File: config.mk
export PLATFORM = sky130hd
export DESIGN_NAME = http_request_head_tokenizer
export DESIGN_NICKNAME = d
export VERILOG_FILES = /design/src/sv/hrht_pkg.sv /design/src/sv/hrht_cfg.sv /design/src/sv/hrht_core.sv /design/src/sv/hrht_queue.sv /design/src/sv/http_request_head_tokenizer.sv
export SDC_FILE = /design/constraint.sdc
export NUM_CORES = 1
export LEC_CHECK = 0
export ABC_AREA = 1
export BUFFER_PORTS_ARGS = -buffer_cell sky130_fd_sc_hd__buf_2
export CAP_MARGIN = 20
export CORE_MARGIN = 1.5
export CORE_UTILIZATION = 50
export CTS_CLUSTER_SIZE = 10
export DETAILED_ROUTE_END_ITERATION = 10
export PLACE_DENSITY = 0.72
export SYNTH_ARGS = -nofsm -noshare
export SYNTH_HDL_FRONTEND = slang
export SYNTH_SLANG_ARGS = --single-unit
File: constraint.sdc
create_clock -name aclk -period 6.5 [get_ports aclk]
set_clock_uncertainty 0.15 [all_clocks]
set_input_delay 0.975 -clock aclk [delete_from_list [all_inputs] [get_ports aclk]]
set_output_delay 0.975 -clock aclk [all_outputs]
set_load 0.005 [all_outputs]
File: src/sv/hrht_pkg.sv
package hrht_pkg;

    localparam int NUM_NAMES_DEF  = 8;
    localparam int NAME_CHARS_DEF = 16;
    localparam int TABLE_ROWS     = 16;
    localparam int NAME_BYTES     = 16;
    localparam int Q_DEPTH        = 4;

    localparam logic [2:0] KIND_METHOD = 3'd0;
    localparam logic [2:0] KIND_HEADER = 3'd3;
    localparam logic [2:0] KIND_BODY   = 3'd4;

    localparam logic [1:0] ST_NORMAL = 2'd0;
    localparam logic [1:0] ST_DONE   = 2'd1;
    localparam logic [1:0] ST_BAD    = 2'd2;

    localparam logic [7:0] CH_NUL   = 8'h00;
    localparam logic [7:0] CH_LF    = 8'h0a;
    localparam logic [7:0] CH_CR    = 8'h0d;
    localparam logic [7:0] CH_SPACE = 8'h20;
    localparam logic [7:0] CH_COLON = 8'h3a;

    localparam logic [1:0] REG_METHOD  = 2'd0;
    localparam logic [1:0] REG_TARGET  = 2'd1;
    localparam logic [1:0] REG_VERSION = 2'd2;

    localparam logic [3:0]  METHOD_LIMIT_RST  = 4'd9;
    localparam logic [10:0] TARGET_LIMIT_RST  = 11'd1023;
    localparam logic [5:0]  VERSION_LIMIT_RST = 6'd49;

    // Header names, lower case, last character in the low byte.
    localparam logic [NAME_BYTES*8-1:0] NAME_STR [TABLE_ROWS] = '{
        "host", "content-length", "content-type", "user-agent",
        "accept", "connection", "accept-encoding", "accept-language",
        "", "", "", "", "", "", "", ""
    };
    localparam logic [4:0] NAME_LEN [TABLE_ROWS] = '{
        5'd4, 5'd14, 5'd12, 5'd10, 5'd6, 5'd10, 5'd15, 5'd15,
        5'd0, 5'd0, 5'd0, 5'd0, 5'd0, 5'd0, 5'd0, 5'd0
    };

    typedef struct packed {
        logic [3:0]  method_limit;
        logic [10:0] target_limit;
        logic [5:0]  version_limit;
    } cfg_t;

    typedef struct packed {
        logic [7:0] out_byte;
        logic       byte_valid;
        logic [2:0] field_kind;
        logic [2:0] header_id;
        logic       field_end;
        logic [1:0] status;
        logic       last;
    } res_t;

    typedef struct packed {
        logic [1:0] count;
        res_t       first;
        res_t       second;
    } step_t;

    function automatic logic [4:0] name_len(input logic [3:0] row);
        return NAME_LEN[row];
    endfunction

    // Character at pos of a table name; zero past its end.
    function automatic logic [7:0] name_char(input logic [3:0] row, input logic [4:0] pos);
        logic [4:0]               len;
        logic [3:0]               back;
        logic [NAME_BYTES*8-1:0]  shifted;
        len = NAME_LEN[row];
        back = 4'(len - pos - 5'd1);
        shifted = NAME_STR[row] >> {back, 3'b000};
        if (pos < len) begin
            return shifted[7:0];
        end
        return 8'h00;
    endfunction

endpackage

File: src/sv/hrht_cfg.sv
module hrht_cfg (
    input  logic               aclk,
    input  logic               aresetn,
    input  logic               psel,
    input  logic               penable,
    input  logic               pwrite,
    input  logic [3:0]         paddr,
    input  logic [31:0]        pwdata,
    output logic [31:0]        prdata,
    output logic               pready,
    output hrht_pkg::cfg_t     cfg
);
    import hrht_pkg::*;

    cfg_t cfg_reg;
    cfg_t cfg_next;
    logic wr_en;

    assign pready = 1'b1;
    assign wr_en  = psel & penable & pwrite;
    assign cfg    = cfg_reg;

    always_comb begin
        cfg_next = cfg_reg;
        if (wr_en) begin
            case (paddr[3:2])
                REG_METHOD:  cfg_next.method_limit  = pwdata[3:0];
                REG_TARGET:  cfg_next.target_limit  = pwdata[10:0];
                REG_VERSION: cfg_next.version_limit = pwdata[5:0];
                default: ;
            endcase
        end
    end

    always_comb begin
        case (paddr[3:2])
            REG_METHOD:  prdata = 32'(cfg_reg.method_limit);
            REG_TARGET:  prdata = 32'(cfg_reg.target_limit);
            REG_VERSION: prdata = 32'(cfg_reg.version_limit);
            default:     prdata = '0;
        endcase
    end

    always_ff @(posedge aclk) begin
        if (!aresetn) begin
            cfg_reg.method_limit  <= METHOD_LIMIT_RST;
            cfg_reg.target_limit  <= TARGET_LIMIT_RST;
            cfg_reg.version_limit <= VERSION_LIMIT_RST;
        end else begin
            cfg_reg <= cfg_next;
        end
    end

endmodule

File: src/sv/hrht_core.sv
module hrht_core #(
    parameter int NUM_NAMES  = hrht_pkg::NUM_NAMES_DEF,
    parameter int NAME_CHARS = hrht_pkg::NAME_CHARS_DEF
) (
    input  logic             aclk,
    input  logic             aresetn,
    input  logic             accept,
    input  logic [7:0]       in_byte,
    input  logic             start_of_request,
    input  hrht_pkg::cfg_t   cfg,
    output hrht_pkg::step_t  step
);
    import hrht_pkg::*;

    localparam int HDR_W = (NUM_NAMES > 1) ? $clog2(NUM_NAMES) : 1;

    typedef enum logic [2:0] {PH_LINE, PH_NAME, PH_VALUE, PH_BODY, PH_BAD} phase_t;

    typedef struct packed {
        phase_t               phase;
        logic [1:0]           tok_idx;
        logic [10:0]          tok_len;
        logic [4:0]           name_pos;
        logic [NUM_NAMES-1:0] mask;
        logic                 hdr_hit;
        logic [HDR_W-1:0]     hdr_id;
        logic                 pending_cr;
        logic                 line_start;
    } st_t;

    typedef struct packed {
        st_t  st;
        logic hit;
        res_t res;
    } op_t;

    localparam st_t ST_RST = '{
        phase: PH_LINE, tok_idx: 2'd0, tok_len: 11'd0, name_pos: 5'd0,
        mask: '1, hdr_hit: 1'b0, hdr_id: '0, pending_cr: 1'b0, line_start: 1'b1
    };

    st_t st_reg;
    st_t st_next;

    function automatic res_t mk(input logic [7:0] b, input logic v, input logic [2:0] kind,
                                input logic [2:0] id, input logic fend, input logic [1:0] stat);
        res_t r;
        r.out_byte   = b;
        r.byte_valid = v;
        r.field_kind = kind;
        r.header_id  = id;
        r.field_end  = fend;
        r.status     = stat;
        r.last       = 1'b0;
        return r;
    endfunction

    function automatic logic [2:0] id3(input logic [HDR_W-1:0] id);
        logic [3:0] wide;
        wide = 4'(id);
        return wide[2:0];
    endfunction

    function automatic st_t new_line(input st_t s);
        st_t o;
        o = s;
        o.phase      = PH_NAME;
        o.name_pos   = 5'd0;
        o.mask       = '1;
        o.hdr_hit    = 1'b0;
        o.line_start = 1'b1;
        return o;
    endfunction

    function automatic op_t do_bad(input st_t s);
        op_t o;
        o.st       = s;
        o.st.phase = PH_BAD;
        o.hit      = 1'b1;
        o.res      = mk(8'h00, 1'b0, KIND_METHOD, 3'd0, 1'b0, ST_BAD);
        return o;
    endfunction

    function automatic op_t do_content(input st_t s, input logic [7:0] c, input cfg_t lims);
        op_t              o;
        logic [10:0]      lim;
        logic [7:0]       lc;
        logic             found;
        logic [HDR_W-1:0] id;
        o.st  = s;
        o.hit = 1'b0;
        o.res = '0;
        lc = (c >= 8'h41 && c <= 8'h5a) ? c + 8'd32 : c;
        case (s.phase)
            PH_LINE: begin
                if (s.tok_idx != 2'd3) begin
                    if (c == CH_SPACE) begin
                        if (s.tok_len != 11'd0) begin
                            o.hit = 1'b1;
                            o.res = mk(8'h00, 1'b0, {1'b0, s.tok_idx}, 3'd0, 1'b1, ST_NORMAL);
                            o.st.tok_idx = s.tok_idx + 2'd1;
                            o.st.tok_len = 11'd0;
                        end
                    end else begin
                        case (s.tok_idx)
                            2'd0:    lim = 11'(lims.method_limit);
                            2'd1:    lim = lims.target_limit;
                            default: lim = 11'(lims.version_limit);
                        endcase
                        if (s.tok_len < lim) begin
                            o.hit = 1'b1;
                            o.res = mk(c, 1'b1, {1'b0, s.tok_idx}, 3'd0, 1'b0, ST_NORMAL);
                        end
                        if (s.tok_len != 11'h7ff) begin
                            o.st.tok_len = s.tok_len + 11'd1;
                        end
                    end
                end
            end
            PH_NAME: begin
                o.st.line_start = 1'b0;
                if (c == CH_COLON) begin
                    found = 1'b0;
                    id    = '0;
                    // lowest matching row wins
                    for (int k = NUM_NAMES - 1; k >= 0; k--) begin
                        if (s.mask[k] && s.name_pos != 5'd0 &&
                            s.name_pos >= name_len(4'(k))) begin
                            found = 1'b1;
                            id    = HDR_W'(k);
                        end
                    end
                    o.st.hdr_hit = found;
                    o.st.hdr_id  = id;
                    o.st.phase   = PH_VALUE;
                end else begin
                    if (6'(s.name_pos) >= 6'(NAME_CHARS) || s.name_pos == 5'd31) begin
                        o.st.mask = '0;
                    end else begin
                        for (int k = 0; k < NUM_NAMES; k++) begin
                            if (name_char(4'(k), s.name_pos) != lc) begin
                                o.st.mask[k] = 1'b0;
                            end
                        end
                    end
                    if (s.name_pos != 5'd31) begin
                        o.st.name_pos = s.name_pos + 5'd1;
                    end
                end
            end
            PH_VALUE: begin
                if (s.hdr_hit) begin
                    o.hit = 1'b1;
                    o.res = mk(c, 1'b1, KIND_HEADER, id3(s.hdr_id), 1'b0, ST_NORMAL);
                end
            end
            default: ;
        endcase
        return o;
    endfunction

    function automatic op_t do_line_end(input st_t s);
        op_t o;
        o.st  = s;
        o.hit = 1'b0;
        o.res = '0;
        case (s.phase)
            PH_LINE: begin
                if (s.tok_idx != 2'd3 && s.tok_len != 11'd0) begin
                    o.hit = 1'b1;
                    o.res = mk(8'h00, 1'b0, {1'b0, s.tok_idx}, 3'd0, 1'b1, ST_NORMAL);
                end
                o.st = new_line(s);
            end
            PH_NAME: begin
                if (s.line_start) begin
                    o.hit      = 1'b1;
                    o.res      = mk(8'h00, 1'b0, KIND_BODY, 3'd0, 1'b0, ST_DONE);
                    o.st.phase = PH_BODY;
                end else begin
                    o = do_bad(s);
                end
            end
            PH_VALUE: begin
                if (s.hdr_hit) begin
                    o.hit = 1'b1;
                    o.res = mk(8'h00, 1'b0, KIND_HEADER, id3(s.hdr_id), 1'b1, ST_NORMAL);
                end
                o.st = new_line(s);
            end
            default: ;
        endcase
        return o;
    endfunction

    always_comb begin
        st_t  s0;
        st_t  s1;
        op_t  opa;
        op_t  opb;
        logic done;
        s0 = start_of_request ? ST_RST : st_reg;
        s1 = s0;
        done = 1'b0;
        opa.st = s0;
        opa.hit = 1'b0;
        opa.res = '0;
        opb = opa;
        if (s0.phase == PH_BODY) begin
            opa.hit = 1'b1;
            opa.res = mk(in_byte, 1'b1, KIND_BODY, 3'd0, 1'b0, ST_NORMAL);
            opb.st  = s0;
        end else if (s0.phase != PH_BAD) begin
            // a held CR either closes the line or goes out as data first
            if (s0.pending_cr) begin
                s1.pending_cr = 1'b0;
                if (in_byte == CH_LF) begin
                    opa  = do_line_end(s1);
                    done = 1'b1;
                end else begin
                    opa = do_content(s1, CH_CR, cfg);
                end
            end else begin
                opa.st = s1;
            end
            opb.st = opa.st;
            if (!done && opa.st.phase != PH_BAD) begin
                if (in_byte == CH_CR) begin
                    opb.st.pending_cr = 1'b1;
                end else if (in_byte == CH_NUL) begin
                    opb = do_bad(opa.st);
                end else begin
                    opb = do_content(opa.st, in_byte, cfg);
                end
            end
        end
        step = '0;
        if (opa.hit && opb.hit) begin
            step.count       = 2'd2;
            step.first       = opa.res;
            step.second      = opb.res;
            step.second.last = 1'b1;
        end else if (opa.hit || opb.hit) begin
            step.count      = 2'd1;
            step.first      = opa.hit ? opa.res : opb.res;
            step.first.last = 1'b1;
        end
        st_next = accept ? opb.st : st_reg;
    end

    always_ff @(posedge aclk) begin
        if (!aresetn) begin
            st_reg <= ST_RST;
        end else begin
            st_reg <= st_next;
        end
    end

endmodule

File: src/sv/hrht_queue.sv
module hrht_queue (
    input  logic             aclk,
    input  logic             aresetn,
    input  logic             push_en,
    input  hrht_pkg::step_t  push,
    output logic             room,
    output logic             m_valid,
    input  logic             m_ready,
    output hrht_pkg::res_t   m_res
);
    import hrht_pkg::*;

    localparam int PTR_W = $clog2(Q_DEPTH);

    res_t             mem [Q_DEPTH];
    logic [PTR_W-1:0] wp_reg, wp_next;
    logic [PTR_W-1:0] rp_reg, rp_next;
    logic [PTR_W:0]   cnt_reg, cnt_next;
    logic [1:0]       n_push;
    logic             pop;

    assign n_push  = push_en ? push.count : 2'd0;
    assign m_valid = (cnt_reg != '0);
    assign pop     = m_valid & m_ready;
    assign m_res   = mem[rp_reg];
    // keep space for the two beats one byte can produce
    assign room    = (cnt_reg <= (PTR_W+1)'(Q_DEPTH - 2));

    always_comb begin
        wp_next  = wp_reg + PTR_W'(n_push);
        rp_next  = rp_reg + PTR_W'(pop);
        cnt_next = cnt_reg + (PTR_W+1)'(n_push) - (PTR_W+1)'(pop);
    end

    always_ff @(posedge aclk) begin
        if (n_push != 2'd0) begin
            mem[wp_reg] <= push.first;
        end
        if (n_push == 2'd2) begin
            mem[wp_reg + PTR_W'(1)] <= push.second;
        end
    end

    always_ff @(posedge aclk) begin
        if (!aresetn) begin
            wp_reg  <= '0;
            rp_reg  <= '0;
            cnt_reg <= '0;
        end else begin
            wp_reg  <= wp_next;
            rp_reg  <= rp_next;
            cnt_reg <= cnt_next;
        end
    end

endmodule

File: src/sv/http_request_head_tokenizer.sv
// HTTP request head tokenizer.
// Input stream: one request byte per beat on s_tdata; s_tuser high restarts
// the parser at the request line before that byte is taken.
// Output stream: one token byte or marker per beat. m_tdata carries the
// byte, the end-of-field flag and the status; m_tuser carries the data-valid
// flag, the field kind and the header number; m_tlast marks the final beat
// that one input byte produces.
// Throughput: one byte per cycle while s_tready is high; a byte that follows
// a lone CR can yield two beats, which the four-entry output queue absorbs.
// s_tready drops while the queue holds more than two beats, so a stalled
// receiver backs up into the sender without losing or repeating beats.
// Limits for method, target and version length are written over APB at
// byte addresses 0, 4 and 8; the user must do so only while the stream is
// idle, which the block itself does not enforce.
// Reset clears the parser to the request line, empties the queue and loads
// the limits 9, 1023 and 49.
module http_request_head_tokenizer #(
    parameter int NUM_NAMES  = hrht_pkg::NUM_NAMES_DEF,
    parameter int NAME_CHARS = hrht_pkg::NAME_CHARS_DEF
) (
    input  logic        aclk,
    input  logic        aresetn,
    input  logic        s_tvalid,
    output logic        s_tready,
    input  logic [7:0]  s_tdata,   // [7:0] in_byte
    input  logic        s_tuser,   // start_of_request
    output logic        m_tvalid,
    input  logic        m_tready,
    output logic [15:0] m_tdata,   // [7:0] out_byte, [8] field_end, [10:9] status
    output logic [6:0]  m_tuser,   // [0] byte_valid, [3:1] field_kind, [6:4] header_id
    output logic        m_tlast,
    input  logic        psel,
    input  logic        penable,
    input  logic        pwrite,
    input  logic [3:0]  paddr,
    input  logic [31:0] pwdata,
    output logic [31:0] prdata,
    output logic        pready
);
    import hrht_pkg::*;

    cfg_t  cfg;
    step_t step;
    res_t  q_res;
    logic  accept;
    logic  room;

    assign s_tready = room;
    assign accept   = s_tvalid & room;

    hrht_cfg u_cfg (
        .aclk    (aclk),
        .aresetn (aresetn),
        .psel    (psel),
        .penable (penable),
        .pwrite  (pwrite),
        .paddr   (paddr),
        .pwdata  (pwdata),
        .prdata  (prdata),
        .pready  (pready),
        .cfg     (cfg)
    );

    hrht_core #(
        .NUM_NAMES  (NUM_NAMES),
        .NAME_CHARS (NAME_CHARS)
    ) u_core (
        .aclk             (aclk),
        .aresetn          (aresetn),
        .accept           (accept),
        .in_byte          (s_tdata),
        .start_of_request (s_tuser),
        .cfg              (cfg),
        .step             (step)
    );

    hrht_queue u_queue (
        .aclk    (aclk),
        .aresetn (aresetn),
        .push_en (accept),
        .push    (step),
        .room    (room),
        .m_valid (m_tvalid),
        .m_ready (m_tready),
        .m_res   (q_res)
    );

    assign m_tdata = {5'b00000, q_res.status, q_res.field_end, q_res.out_byte};
    assign m_tuser = {q_res.header_id, q_res.field_kind, q_res.byte_valid};
    assign m_tlast = q_res.last;

endmodule
# Word level (Yosys, flattened, before mapping)
# Memories as Yosys holds them, arrays and structs flattened. A register that Yosys moved wholly into a read port is not among the register bits.
# Index checks and enable logic that the tools add are counted.
# Widths: inputs -> output; s select.
[word_totals]
register_bits = 63
ram_bits = 76
input_bits = 52
out_inout_bits = 59
elab_cells = 530
mem_count = 1
[classes]
addsub = 35
order_cmp = 25
eq_ne = 40
n_shift = 16
n_mux = 356
bitwise = 4
n_reduce_logical = 38
[memory_table]
columns = ["memory", "words", "width", "read_ports", "rd_ports_with_merged_regs", "wr", "line", "text"]
rows = [
  ["u_queue.mem", 4, 19, 1, 1, 2, "hrht_queue.sv:15", "res_t mem [Q_DEPTH];"],
]
[ops]
columns = ["operator", "n"]
rows = [
  ["$mux 8", 147],
  ["$shr 119x7->8 const A", 4],
  ["$shr 79x7->8 const A", 4],
  ["$mux 20", 15],
  ["$shr 111x7->8 const A", 2],
  ["$mux 55", 4],
  ["$mux 11", 19],
  ["$shr 95x7->8 const A", 2],
  ["$mux 35", 5],
  ["$pmux 55 s3", 1],
  ["$mux 1", 131],
  ["$shr 47x7->8 const A", 2],
  ["$pmux 20 s2", 2],
  ["$mux 13", 5],
  ["$ne 8x4->1 const B", 8],
  ["$ne 8x8->1", 8],
  ["$shr 31x7->8 const A", 2],
  ["$sub 4x1->4 const B", 12],
  ["$pmux 11 s2", 2],
  ["$mux 21", 2],
  ["$lt 5x4->1 const B", 8],
  ["$mux 19", 2],
  ["$mux 3", 11],
  ["$mux 33", 1],
  ["other kinds (47)", 115],
]

# Logic depth before layout (Yosys ltp)
# Gate-level depths: netlist of run 1.
[depth]
word_depth = 60
depth_mapped = 35
ltp_nobuf = 32

# Cells and area by module
# From an unflattened synthesis of run 1, not the netlist that was laid out.
[hier_totals]
cells_unflattened = 1893
area_unflattened_um2 = 12570.8
[modules_own_cells]
columns = ["module", "n_inst", "cells_per_inst", "area_per_inst_um2", "seq_area_each_um2"]
rows = [
  ["hrht_core", 1, 1274, 7257.0, 700.7],
  ["hrht_queue", 1, 440, 4121.5, 2422.3],
  ["hrht_cfg", 1, 171, 1143.6, 420.4],
  ["http_request_head_tokenizer", 1, 8, 48.8, 0.0],
]

# Worst setup path after synthesis of run 1
# Ideal clock, no wire load.
[synth_path]
path_kind = "input to register"
start = "input s_tuser"
end = "memory u_queue.mem[0][0] (netlist bit) (enable)"
setup_time_ps = 374
arrival_time_ps = 5919
required_time_ps = 5976
path_slack_ps = 57
stages = 34
n_path_buf = 3
path_cell_list = "inv_2 buf_4 nand2_1 clkbuf_1 inv_1 ha_1 clkinv_1 nand2_2 nor3_4 nand2_2 nor2_1 nand2_1 nand2_1 inv_1 ha_1 nand2_1 inv_1 nand3_1 a31oi_1 a2111oi_0 nand4_2 nand4_1 nand3_1 inv_1 ha_1 clkbuf_1 inv_1 nor2_1 inv_1 nor2_1 inv_1 nor2_1 inv_1 nand2_1"
[synth_rtl]
columns = ["element", "line", "text"]
rows = [
  ["from (decl)", "http_request_head_tokenizer.sv:26", "input logic s_tuser,"],
  ["to (decl)", "hrht_queue.sv:15", ""],
]

==> results.md, run 1 <==
Floorplanning:
- The count of boundary I/O pins is about 110.
- Measured along the y axis, the die boundary spans around 160 um.
- After floorplanning, the core was sized to cover ~0.024 mm2.
- The floorplan step defined a die boundary enclosing 0.02575 mm2.
- The initial cell density of the core is about half.
- The floorplan has 57 rows.
- The die boundary width is between 150 and 200 um.

Power and ir drop:
- Per report_power, the sequential group accounts for 30.2% of the total.
- The worst IR drop on VDD is roughly 0.00021 V.
- The clock network is responsible for between 20 and 30% of the overall power.
- The power density over cell area is between 200 and 300 mW/mm2.
- In this run the static leakage power is ~6.5 nW.
- The internal portion of the total power is 2.055 mW.
- The switching power total is 1.581 mW.
- Combinational logic burns about 42% of the power.
- The switching part of the total power is between 40% and 50%.

Synth:
- The mean instance size in the synthesized netlist is about 6.3 um2.
- The xor-xnor portion of the synthesized cell area is less than 1%.
- During synthesis, Yosys emitted a total of 0 warnings.
- The synthesized netlist devotes ~14% of its cell area to compound gates.
- Yosys attributes the largest share of cell area to sky130_fd_sc_hd__nand2_1, sky130_fd_sc_hd__edfxtp_1, sky130_fd_sc_hd__dfxtp_1.
- The cell area that synthesis handed to floorplanning was 0.01240 mm2.
- The largest total area in the synthesized netlist belongs to sky130_fd_sc_hd__nand2_1.
- Multiplexer cells account for 0% of the synthesized area.
- After synthesis, the largest family of logic cells by area is simple AND/OR/NAND/NOR gates.
- The number of storage elements in the synthesis netlist is approximately 140.
- After synthesis, the share of flip-flops with an asynchronous set or reset is 0%.
- The flip-flop cell with the highest count after synthesis is sky130_fd_sc_hd__dfxtp_1.
- The adder-cell area share of the yosys netlist is under 10%.
- Counting distinct cell types in the post-synthesis netlist gives slightly below 60.
- After synthesis, the largest area contributor takes up between 15 and 20% of total cell area.
- The share of synthesized cell area in and, or, nand and nor gates is around two fifths.
- The number of enable flip-flop cells after synthesis is around 70.
- The number of instances in the synthesized netlist is ~2000.
- For this run, the register share of the synthesized area comes to 27.93%.

Clocking:
- The source-to-sink clock delay at the later pin of the worst-skew pair is between 0.4 and 0.5 ns.
- Clock tree synthesis selected as its root buffer the cell sky130_fd_sc_hd__clkbuf_16.
- The hold buffer count at cts is 0.
- The clock tree from TritonCTS is yes.
- TritonCTS created 17 clock buffers.
- The tree built by TritonCTS fans out to about 140 sinks.
- The clock passes through at most 2 buffers.
- The H-tree was split into 4 levels.
- The clock-pin slew of the registers on the worst-case setup and hold paths is ~0.070 ns.

STA:
- The pin slew with the least headroom to its limit is about 0.94 ns.
- Setup repair after global routing could not meet its margin everywhere.
- The final hold violation count is 0.
- The final worst-path cycle share is a little over nine tenths.
- Setup violations remaining at the end of the flow were counted as 0.
- Headroom to the max-slew limit came out at approximately 37%.
- Across all hold checks on the routed design, the worst slack comes to 0.3253 ns.
- The final-report max-slew violation count is 0.
- For this run, the top clock speed supported by timing is about 160 MHz.
- The final-layout setup total negative slack is 0 ns.
- The minimum clock period is around 6.1 ns.

Critical path:
- The largest single stage delay on the critical path is 0.36 ns.
- The cell repeated most along the worst path is sky130_fd_sc_hd__nand2_1.
- The startpoint of the worst register-to-register path is u_core.st_reg[20]$_SDFFE_PN0P_.
- The capture instance of the worst register-to-register path is u_queue.mem[1][10]$_DFFE_PP_.
- The minimum setup slack among reg-to-reg paths is a little over 0.7 ns.
- For this design, the slowest cell found on the critical path is sky130_fd_sc_hd__a2111oi_0.
- STA classifies the critical path endpoint as a flip-flop.
- STA classifies the critical path startpoint as a primary input.
- The arrival time reported for the critical path endpoint is a little over 6 ns.
- The worst setup path is of the in -> reg kind.
- For the worst setup path, the data required time is approximately 6.5 ns.
- Of all nets on the critical path, the largest fanout is 11.
- The most critical setup path has its startpoint at s_tuser.
- The cell depth of the worst flop-to-flop path is 32.

Global routing:
- The global-route wire length before repair is ~63000 um.
- The initial antenna violation count was 0.
- The final global-route overflow total is 0.
- The number of global-route vias before repair came to about 12000.
- The maximum number of pins on one net before global-route repair is between 40 and 50.
- Across every metal layer, demand over resource in global routing totals between 30% and 40%.

Place:
- Port buffering added 60 buffers.
- In this run the cell area measured after placement is ~0.013 mm2.
- The congestion estimate from routability-driven global placement came to roughly 0.94.
- Detailed placement ended at an HPWL of between 20000 and 30000 um.
- The number of placed instances, taps included, is 2315.

Detailed routing:
- The remaining antenna violation count is 0.
- The via total after detailed routing is roughly 13000.
- For this block, the initial DRC count from the detailed router was around 1500.
- The overall routed net length is approximately 40000 um.
- For this run, the detailed router's first-pass iteration total came to 7.
- The detailed-route wire length per cell is around 17 um.
- Dividing the detail-routed via count by the number of cells gives between 5 and 6.
- For this run, design rule violations remaining after detail routing come to 0.

Cells and area:
- After the last flow step, the layout net total stands at between 2000 and 2500.
- The synthesis-to-layout area growth is 10.34%.
- The number of flip-flops under the largest register name is between 70 and 80.
- Across the whole layout, storage elements account for 0.003463 mm2.
- The filler cells instantiated in the layout total 2442.
- The post-route netlist has about a tenth of its cells at a drive strength greater than 1.
- The multi-input logic area is slightly below 0.008 mm2.
- In the layout the commonest cells are sky130_fd_sc_hd__nand2_1, sky130_fd_sc_hd__nand3_1, sky130_fd_sc_hd__nor2_1, sky130_fd_sc_hd__inv_1, sky130_fd_sc_hd__o21ai_0.
- The final core area utilization is roughly 56%.
- The most common cell after layout, fill and taps aside is sky130_fd_sc_hd__nand2_1.
- The antenna diode instance count is 0.
- The count of placed standard cells in the final layout, fillers left out is between 2000 and 2500.
- Once layout is done, the placed cells without fillers occupy around 0.014 mm2.

Min path:
- The worst hold path startpoint is u_core.st_reg[13]$_SDFFE_PN1P_.
- The worst hold path terminates at u_core.st_reg[13]$_SDFFE_PN1P_.
- The class of the most critical hold timing path is reg -> reg.
- The worst hold path depth is 2.

Flow run:
- The max-capacitance violation count is 0.

Status:
- The run finished with clean final reports.
timing repair:
item,4_1_cts,5_1_grt
setup buffers,0,7
endpoints found under the setup margin,0,58
gates resized for setup,0,6
per-stage QoR:
step           setup slack (ns)  total power [mW]
2_1_floorplan           0.05741             2.155
3_3_place_gp             0.1255             2.557
3_5_place_dp           -0.01932             2.591
4_1_cts                  0.3934             3.586
5_1_grt                 -0.1088             3.860
6_report                 0.3659             3.636
synth_stat cells, types with 3 or more instances:
cell / n
sky130_fd_sc_hd__edfxtp_1: 68
sky130_fd_sc_hd__buf_2: 6
sky130_fd_sc_hd__clkinv_1: 3
sky130_fd_sc_hd__nand2_1: 589
sky130_fd_sc_hd__a21oi_1: 83
sky130_fd_sc_hd__xor2_1: 10
sky130_fd_sc_hd__dfxtp_1: 71
sky130_fd_sc_hd__inv_2: 16
sky130_fd_sc_hd__nor2_1: 211
sky130_fd_sc_hd__a221o_1: 3
sky130_fd_sc_hd__ha_1: 72
sky130_fd_sc_hd__o31ai_1: 5
sky130_fd_sc_hd__o21ai_0: 131
sky130_fd_sc_hd__o22ai_1: 20
sky130_fd_sc_hd__o211ai_1: 17
sky130_fd_sc_hd__nor2_4: 6
sky130_fd_sc_hd__nor4_1: 5
sky130_fd_sc_hd__a31oi_1: 8
sky130_fd_sc_hd__inv_1: 194
sky130_fd_sc_hd__buf_1: 6
sky130_fd_sc_hd__buf_4: 31
sky130_fd_sc_hd__nor2_2: 17
sky130_fd_sc_hd__nand2_2: 16
sky130_fd_sc_hd__nand2_4: 3
sky130_fd_sc_hd__nand3_1: 214
sky130_fd_sc_hd__o21ai_2: 4
sky130_fd_sc_hd__clkbuf_1: 41
sky130_fd_sc_hd__nor3_1: 19
sky130_fd_sc_hd__nand4_1: 36
sky130_fd_sc_hd__o21ai_1: 17
how the worst max path moves through the flow:
| stage | endpoint | cells after the start |
|---|---|---|
| global placement | u_queue.mem[0][16]$_DFFE_PP_ | 30 |
| finish | u_queue.mem[1][10]$_DFFE_PP_ | 32 |
| global route | u_queue.mem[1][10]$_DFFE_PP_ | 32 |
| floorplan | u_queue.mem[0][0]$_DFFE_PP_ | 34 |
| detailed placement | u_queue.mem[2][10]$_DFFE_PP_ | 31 |
| CTS | u_queue.mem[2][10]$_DFFE_PP_ | 31 |
kinds of logic after synthesis:
group           Yosys count
compound gates          305
xor+xnor                 12
fa+ha+maj                73
buf+inv                 300
flops                   139
other cells               2
simple gates           1131
critical path, delay by kind of cell:
kind | cells | cell delay [ns]
compound gates | 3 | 0.52
fa+ha+maj | 3 | 0.78
buf+inv | 9 | 1.32
simple gates | 17 | 2.54
routing by layer:
metal / up-vias / routed length, um / global-route usage [%]
met1: 6189 / 17730 / 42.18
met2: 520 / 18040 / 50.28
met5: - / 0 / 0
li1: 6570 / - / -
met3: 87 / 2868 / 4.339
met4: 0 / 1208 / 10.66
power by group through the flow:
| stage | logic (mW) | clock network (mW) | registers [mW] |
|---|---|---|---|
| after global routing | 1.71 | 1.04 | 1.11 |
| after detailed placement | 1.47 | 0 | 1.12 |
| after CTS | 1.48 | 1.01 | 1.10 |
| after global placement | 1.44 | 0 | 1.11 |
| final | 1.54 | 1.00 | 1.10 |
| after floorplan | 1.06 | 0 | 1.10 |
final cells by class:
| type | instances | share of cell area [%] |
|---|---|---|
| Timing Repair Buffer | 99 | 4.536 |
| Inverter | 214 | 6.027 |
| Clock inverter | 15 | 1.280 |
| Tap cell | 324 | 2.963 |
| Multi-Input combinational cell | 1548 | 56.77 |
| Sequential cell | 139 | 25.31 |
| Clock buffer | 17 | 3.109 |
(Power assumes the default switching activity.)
==> run 2: changes to the inputs <==
Settings changed: CORE_UTILIZATION 50 to 40, PLACE_DENSITY 0.72 to unset.
==> run 2 against run 1 <==
  * Maximum frequency grew 1.3%
  * Clock power shrank 4%
  * Routed wire length grew 3.4%
  * Sequential power is essentially flat
  * Power shrank 0.74%
  * Flip-flop and latch count is the same
  * Global-route usage shrank 5.0 points
  * Die area grew 25%
  * Sequential share of layout area shrank 0.20 points
  * Combinational power is essentially flat
  * Via count shrank 0.38%
  * Worst hold slack lost 0.0056 ns
==> results.md, run 2 (synthesized netlist as in run 1, its figures left out) <==
Status:
- The flow ran to the end, and the final reports show no timing, DRC or antenna violations.

Critical path:
- The critical path data required time is 6.52 ns (about the same).
- The arrival time reported for the critical path endpoint is 6.07 ns (-0.09 ns).
- The largest individual stage delay along the critical path comes from the cell sky130_fd_sc_hd__nor3_4.
- The cell repeated most along the worst path is sky130_fd_sc_hd__inv_1.
- The endpoint class of the critical path is a flip-flop.
- The sum of buffers and inverters on the critical path came to 10 (+1).
- The highest cell delay on the worst timing path is 0.37 ns (about the same).
- The setup path with the least slack is of type in -> reg.
- The startpoint kind of the worst setup timing path is a primary input.
- The kind of cell adding the most delay to the critical path is simple AND/OR/NAND/NOR gates.
- The peak fanout along the critical path is 19 (+8).

Place:
- The cell count after placement is 2403 (+3.8%).
- The total of buffers placed on input and output ports is 60 (unchanged).
- The half-perimeter wire length of the detailed placement result is 30760 um (+4.1%).
- The cell area after placement was 0.01320 mm2 (+1.8%).
- The placer congestion estimate came to 0.9329 (-0.55%).

Detailed routing:
- The DRC violation total after the first TritonRoute iteration is 1301 (-10%).
- The overall routed net length is 41200 um (+3.4%).
- The detailed-route wire length per cell is 16.91 um (about the same).
- The via total after detailed routing was 13320 (-0.38%).
- The total DRC errors in the routed layout is 0 (unchanged).
- The number of search-and-repair iterations in the first detailed-routing pass is 7 (unchanged).
- The remaining antenna violation count came to 0 (unchanged).
- The number of vias per cell was 5.466 (-3.7%).

Clocking:
- The maximum root-to-sink buffer count is 2 (unchanged).
- The clock-pin slew of the registers on the worst-case setup and hold paths is 0.07 ns (about the same).
- The sink count of the clock tree is 139 (unchanged).
- Clock tree synthesis selected as its root buffer the cell sky130_fd_sc_hd__clkbuf_16.
- The number of H-tree levels is 4 (unchanged).
- TritonCTS built the clock tree.
- The source-to-sink clock delay at the later pin of the worst-skew pair came to 0.44 ns (about the same).
- The number of clock buffers inserted by TritonCTS was 17 (unchanged).

Cells and area:
- The share of post-route cells with drive strength above 1 came to 10.78% (+0.15 points).
- The count of placed standard cells in the final layout, fillers left out came to 2436 (+3.4%).
- Leaving out fill and tap cells, the most frequent cells in the layout are sky130_fd_sc_hd__nand2_1, sky130_fd_sc_hd__nand3_1, sky130_fd_sc_hd__nor2_1, sky130_fd_sc_hd__inv_1, sky130_fd_sc_hd__o21ai_0.
- The final-stage net count was 2153 (+0.42%).
- Leaving out fill and tap cells, the most frequent cell in the layout is sky130_fd_sc_hd__nand2_1.
- The antenna diode instance count is 0 (unchanged).
- The synthesis-to-layout area growth is 11.22%.
- The number of flip-flops under the largest register name was 76 (unchanged).
- The final core area utilization came to 45.08% (-11 points).
- The design area is 0.01379 mm2 (+0.80%).
- The total of fill cells in the finished design is 3208 (+31%).

STA:
- The final-report max-slew violation count is 0 (unchanged).
- The top achievable clock speed came to 165.2 MHz (+1.3%).
- The final worst-path cycle share came to 93.12% (-1.3 points).
- The final hold violation count is 0 (unchanged).
- The final number of setup-violating endpoints was 0 (unchanged).
- The worst relative slew slack is 35.26% (-2.0 points).
- The worst slack on hold paths was 0.3197 ns (-0.005602 ns).
- The minimum clock period is 6.053 ns (-0.08158 ns).
- The pin slew with the least headroom to its limit was 0.9700 ns (+0.03052 ns).

Power and ir drop:
- The standby leakage power came to 6.557 nW (+1.2%).
- The power density over cell area is 261.7 mW/mm2 (-1.5%).
- The worst IR drop on VDD is 0.0001817 V (-12%).
- The final total power is 3.609 mW (-0.74%).

Global routing:
- The initial antenna violation count is 0 (unchanged).
- The aggregate global-route resource usage is 25.95% (-5.0 points).
- The global-route wire length before repair is 64740 um (+2.1%).
- The number of global-route vias before repair is 12190 (+1.4%).
- The maximum number of pins on one net before global-route repair was 41 (unchanged).
- The final global-route overflow total is 0 (unchanged).

Floorplanning:
- The die boundary width came to 179.1 um (+12%).
- The site row count is 64 (+12%).
- The die area was 0.03206 mm2 (+25%).
- The area of the core came to 0.03059 mm2 (+26%).
- The count of boundary I/O pins was 111 (unchanged).
- The initial cell density of the core is 40.54% (-10 points).
- The height of the die is 179.1 um (+12%).

Min path:
- In this run the worst hold path is classified as reg -> reg.

Flow run:
- The max-capacitance violation count is 0 (unchanged).
-- run 2: changes by cell type in the layout (fill, tap and decap cells not counted), sizes merged --
cell	previous run	this run
bufinv	0	1
clkinv	7	8
inv	214	215
clkbuf	17	19
buf	99	108
clkinvlp	8	2
-- run 2: final timing paths --
check                           slack, ns  cells past startpoint                        endpoint                            from
worst max-delay path                 0.45                     32    u_queue.mem[0][10]$_DFFE_PP_                         s_tuser
worst min-delay path                 0.32                      2  u_core.st_reg[10]$_SDFFE_PN1P_  u_core.st_reg[10]$_SDFFE_PN1P_
worst max register to register       0.87                     30    u_queue.mem[0][10]$_DFFE_PP_  u_core.st_reg[19]$_SDFFE_PN0P_
worst min register to register       0.32                      2  u_core.st_reg[10]$_SDFFE_PN1P_  u_core.st_reg[10]$_SDFFE_PN1P_
-- run 2: worst min-delay path: stages, from the launching register on --
cell	delay [ns]
sky130_fd_sc_hd__dfxtp_1	0.33
sky130_fd_sc_hd__a21oi_1	0.06
sky130_fd_sc_hd__nand2_1	0.05
-- run 2: layer usage --
layer / GRT usage, % / part of all wire [%]
met5: 0 / 0
met4: 6.771 / 1.7
met3: 3.435 / 6.2
met2: 43.90 / 47
met1: 34.63 / 45
-- run 2: metrics by stage --
stage / TNS, ns / setup slack, ns
final: 0 / 0.4474
after global routing: -0.02632 / -0.01355
after CTS: 0 / 0.5658
after detailed placement: 0 / 0.1163
after global placement: 0 / 0.1652
after floorplan: 0 / 0.05741
-- run 2: layout make-up --
type                       count  area [um2]  share of cell area, %
timing repair buffer         108       688.2                  4.990
tap                          396       495.5                  3.593
clock buffer                  19       452.9                  3.284
multi-input combinational   1548        7767                  56.32
clock inverter                12       113.9                 0.8256
sequential                   139        3463                  25.11
inverter                     214       809.5                  5.870
-- run 2: where the power goes --
part / internal (mW) / switching (mW) / total, mW
Clock: 0.549 / 0.409 / 0.958
Sequential: 1.04 / 0.0570 / 1.10
Combinational: 0.501 / 1.05 / 1.55
Total: 2.09 / 1.52 / 3.61
-- run 2: timing repair --
| action | in CTS | in global routing |
|---|---|---|
| setup endpoints to repair | 0 | 29 |
| hold buffers | 0 | 0 |
| gates resized for setup | 0 | 2 |
| setup buffers | 0 | 2 |
